<file path="src/rtl/mpvl_pkg.sv">
package mpvl_pkg;

    // Table geometry
    localparam int TABLE_DEPTH = 16384;
    localparam int IDX_W       = $clog2(TABLE_DEPTH);
    localparam int PTR_W       = $clog2(TABLE_DEPTH + 1);

    // Field widths
    localparam int PREFIX_W    = 24;
    localparam int OFFSET_W    = 16;
    localparam int CHAR_W      = 8;
    localparam int COUNT_W     = 15;
    localparam int DIGIT_W     = 3;
    localparam int STATUS_W    = 2;

    localparam logic [DIGIT_W-1:0] PREFIX_DIGITS = 3'd6;
    // Locally administered flag: bit 0x02 of the first octet
    localparam int LOCAL_BIT   = 17;

    // Item opcodes
    localparam logic OP_LOAD = 1'b0;
    localparam logic OP_CHAR = 1'b1;

    typedef enum logic [STATUS_W-1:0] {
        RES_FOUND   = 2'd0,
        RES_TOO_FEW = 2'd1,
        RES_LOCAL   = 2'd2,
        RES_ABSENT  = 2'd3
    } t_result;

    typedef enum logic [1:0] {
        S_IDLE,
        S_CHECK,
        S_PROBE,
        S_COMPARE
    } t_state;

    // Controller to datapath
    typedef struct packed {
        logic    accept;
        logic    init_search;
        logic    issue_read;
        logic    step_lo;
        logic    step_hi;
        logic    finish;
        t_result result;
    } t_cmd;

    // Datapath to controller
    typedef struct packed {
        logic digits_ok;
        logic local_adm;
        logic range_open;
        logic equal;
        logic less;
    } t_stat;

endpackage

</file>
<file path="src/rtl/mpvl_ctrl.sv">
module mpvl_ctrl
    import mpvl_pkg::*;
(
    input  logic  i_clk,
    input  logic  i_rst_n,
    input  logic  i_start,
    input  logic  i_op,
    input  logic  i_last,
    input  t_stat i_stat,
    output t_cmd  o_cmd,
    output logic  o_busy
);

    t_state r_state;
    t_state n_state;
    logic   accept;

    assign accept = i_start && (r_state == S_IDLE);
    assign o_busy = (r_state != S_IDLE);

    // State register
    always_ff @(posedge i_clk) begin
        if (!i_rst_n) begin
            r_state <= S_IDLE;
        end else begin
            r_state <= n_state;
        end
    end

    // Next state
    always_comb begin
        n_state = r_state;
        unique case (r_state)
            S_IDLE: begin
                if (accept && (i_op == OP_CHAR) && i_last) begin
                    n_state = S_CHECK;
                end
            end
            S_CHECK: begin
                if (i_stat.digits_ok && !i_stat.local_adm) begin
                    n_state = S_PROBE;
                end else begin
                    n_state = S_IDLE;
                end
            end
            S_PROBE: begin
                if (i_stat.range_open) begin
                    n_state = S_COMPARE;
                end else begin
                    n_state = S_IDLE;
                end
            end
            S_COMPARE: begin
                if (i_stat.equal) begin
                    n_state = S_IDLE;
                end else begin
                    n_state = S_PROBE;
                end
            end
            default: n_state = S_IDLE;
        endcase
    end

    // Commands
    always_comb begin
        o_cmd             = '0;
        o_cmd.result      = RES_FOUND;
        o_cmd.accept      = accept;
        unique case (r_state)
            S_IDLE: begin
            end
            S_CHECK: begin
                if (!i_stat.digits_ok) begin
                    o_cmd.finish = 1'b1;
                    o_cmd.result = RES_TOO_FEW;
                end else if (i_stat.local_adm) begin
                    o_cmd.finish = 1'b1;
                    o_cmd.result = RES_LOCAL;
                end else begin
                    o_cmd.init_search = 1'b1;
                end
            end
            S_PROBE: begin
                if (i_stat.range_open) begin
                    o_cmd.issue_read = 1'b1;
                end else begin
                    o_cmd.finish = 1'b1;
                    o_cmd.result = RES_ABSENT;
                end
            end
            S_COMPARE: begin
                if (i_stat.equal) begin
                    o_cmd.finish = 1'b1;
                    o_cmd.result = RES_FOUND;
                end else if (i_stat.less) begin
                    o_cmd.step_lo = 1'b1;
                end else begin
                    o_cmd.step_hi = 1'b1;
                end
            end
            default: begin
            end
        endcase
    end

endmodule

</file>
<file path="config.mk">
export PLATFORM = sky130hd
export DESIGN_NAME = mpvl_ctrl
export DESIGN_NICKNAME = d
export VERILOG_FILES = /design/src/rtl/mpvl_pkg.sv /design/src/rtl/mpvl_ctrl.sv
export SDC_FILE = /design/constraint.sdc
export NUM_CORES = 1
export LEC_CHECK = 0
export BUFFER_PORTS_ARGS = -buffer_cell sky130_fd_sc_hd__buf_2
export CAP_MARGIN = 20
export CORE_AREA = 2 2 39 41
export DETAILED_ROUTE_END_ITERATION = 12
export DIE_AREA = 0 0 41 43
export HOLD_SLACK_MARGIN = 0.03
export RECOVER_POWER = 50
export SETUP_SLACK_MARGIN = 0.15
export SLEW_MARGIN = 20
export SYNTH_ARGS = -nofsm -noshare
export SYNTH_HDL_FRONTEND = slang
export SYNTH_SLANG_ARGS = --single-unit
</file>
<file path="constraint.sdc">
create_clock -name i_clk -period 2 [get_ports i_clk]
set_input_delay 0.3 -clock i_clk [delete_from_list [all_inputs] [get_ports i_clk]]
set_output_delay 0.3 -clock i_clk [all_outputs]
set_load 0.05 [all_outputs]
</file>
==> results.toml <==
[status]
status = "finished, final reports clean"

[setup_path]
start_kind = "register"
cp_data_arrival_time_ns = 1.39
rr_endpoint = "r_state[0]$_SDFFE_PN0P_"
worstSetupEndpointType = "primary output"
ff2ff_path_depth = 2
cp_slowest_stage_delay_ns = 0.45
r2r-start = "r_state[0]$_SDFFE_PN0P_"
critPathMaxFanout = 10
r2r_slack_ns = 0.99
worstSetupPathType = "reg -> out"
crit_slowest_cell = "dfxtp_1"
path_cells = "or2b_1 -> o22ai_1 -> buf_2"
cp.required_ns = 1.70

[clock_tree]
ctsLongestPathBuffers = 2
root_buffer = "clkbuf_4"
clk_pin_slew_ns = 0.03
clk_latency_ns = 0.22
cts-hold-fix-buffers = 0
cts_tree = "done"
htreeDepth = 1
cts_resized = 0
cts_buffers = 3
cts_sinks = 2
post-cts-setup-buffers = 0

[finish]
diodes = 0
syn_to_final_growth_pct = 60.5
reg.largest.list = "r_state (2)"
ff_latch_area_sq_um = 40.0
largest_reg_flops = 2
regMostFlops = "r_state"
nets = 57
drive_gt1_frac = 0.489
multiInputGateArea_sq_um = 163
fillerInstances = 160
final_cell_count_no_fill = 61

[sta]
hold_viol = 0
drv_slew = 0
fin_crit_ns = 1.69
setup_tns_ns = 0
slew-limit-headroom = 0.603
finalClockSkew_ns = 0.000246
min_period_over_period = 0.845
worstMarginPinSlew_ns = 0.598
setup_viol_count_final = 0
grt_setup_unrepaired = "false"
max_clock_freq_mhz = 592

[die]
io_pins = 19
fp-row-count = 14
die_x_um = 41
die_h_um = 43
start_util = 0.151
dieArea_sq_um = 1760
fp.coreArea_sq_um = 1380

[yosys]
synth.yosys.warnings = 0
yosysSeqAreaShare = 0.192
yosys.area.top_type = "dfxtp_1"
synth-edff-count = 0
synth.area.top_cells = "dfxtp_1, o32ai_2, and2b_1"
synthesis.area_sq_um = 209
synth_cells = 25
netlist.area_leader.share = 0.192
synthFlopType = "dfxtp_1"
synthDistinctLibCells = 18
syn-num-nets = 35
avgSynthCellArea_sq_um = 8.36
synthArstFlopShare = 0
synth-seq-cells = 2

[drt]
routed_wl_um = 560
dr.pass1.iters = 3
viasPerCell = 4.11
wl_per_cell_um = 9.18
drc = 0
ant_nets = 0
num_vias = 251
dr.first_iter.drc_count = 4

[pwr]
power_density_nw_per_um2 = 504
vdd_drop_max_uv = 202
leakagePower_uw = 0.000174

[grt]
grt_max_degree = 11
grt_use_total = 0.0691
antenna_found_initial = 0
grt_pass1_vias = 207
grt_pass1_wl_um = 800
globalRouteOverflowTotal = 0

[placed_design]
portBuffers = 18
dp.cells = 58
dp_hpwl_um = 450
gp_congestion = 0.685

[flow_run]
max_cap_violations = 0

[hold_path]
hold_end = "r_state[1]$_SDFFE_PN0P_"
hp-class = "in -> reg"
min-delay-start = "i_rst_n"
holdPathStages = 2
routing by layer:
layer | track usage | vias to the layer above | part of all wire | routed length (um)
met5 | 0 | - | 0 | 0
met4 | 0.0400 | 0 | 0 | 0
met3 | 0.0524 | 0 | 0.095 | 53
met2 | 0.103 | 9 | 0.49 | 274
met1 | 0.0639 | 110 | 0.41 | 232
li1 | - | 132 | - | -
power breakdown:
group	internal, uW	leakage, uW	switching [uW]
clock	66.1	0.0000138	21.2
sequential	41.0	0.0000162	1.55
combinational	15.2	0.000144	23.8
total	122	0.000174	46.6
how the worst max path moves through the flow:
| stage | cells past startpoint | slack, ns | to | start |
|---|---|---|---|---|
| detailed placement | 3 | 0.54 | o_cmd[0] | r_state[0]$_SDFFE_PN0P_ |
| CTS | 3 | 0.30 | o_cmd[0] | r_state[0]$_SDFFE_PN0P_ |
| floorplan | 2 | 0.24 | o_cmd[0] | r_state[0]$_SDFFE_PN0P_ |
| global route | 2 | 0.24 | o_cmd[7] | r_state[1]$_SDFFE_PN0P_ |
| finish | 3 | 0.31 | o_cmd[1] | r_state[0]$_SDFFE_PN0P_ |
| global placement | 3 | 0.55 | o_cmd[2] | r_state[0]$_SDFFE_PN0P_ |
placed cells by master (no fill, tap or decap), types with 2 or more instances in the layout:
cell type,netlist,routed
o22ai_1,2,2
or2_2,2,2
and3_1,2,2
nand2_1,2,2
dfxtp_1,2,2
clkbuf_1,0,3
and2b_1,2,2
buf_2,0,15
clkbuf_4,0,3
logic make-up after synthesis:
kind of cell | Yosys count | share of synthesized area
flops | 2 | 0.192
compound gates | 5 | 0.228
buf+inv | 2 | 0.0539
simple gates | 16 | 0.527
stage by stage:
stage	utilization	setup slack [ns]	hold WS [ns]	power, uW	area (sq um)
after floorplan	-	0.239	0.426	68.9	214
after global placement	0.229	0.548	0.563	82.8	317
after detailed placement	0.229	0.540	0.565	83.0	317
after CTS	0.245	0.296	0.336	174	339
after global routing	0.242	0.239	0.367	179	335
final	0.242	0.310	0.338	169	335
area by class of cell:
type / instances / share of cell area
sequential: 2 / 0.119
inverter: 1 / 0.0112
clock buffer: 3 / 0.0672
timing repair buffer: 18 / 0.257
multi-input combinational: 21 / 0.485
tap: 16 / 0.0597
critical path: cells and delay by family, from the launching register on:
kind | cells | cell delay, ns
simple gates | 1 | 0.30
flops | 1 | 0.45
compound gates | 1 | 0.13
buf+inv | 1 | 0.28
No activity file was read; power rests on OpenSTA's default activity.
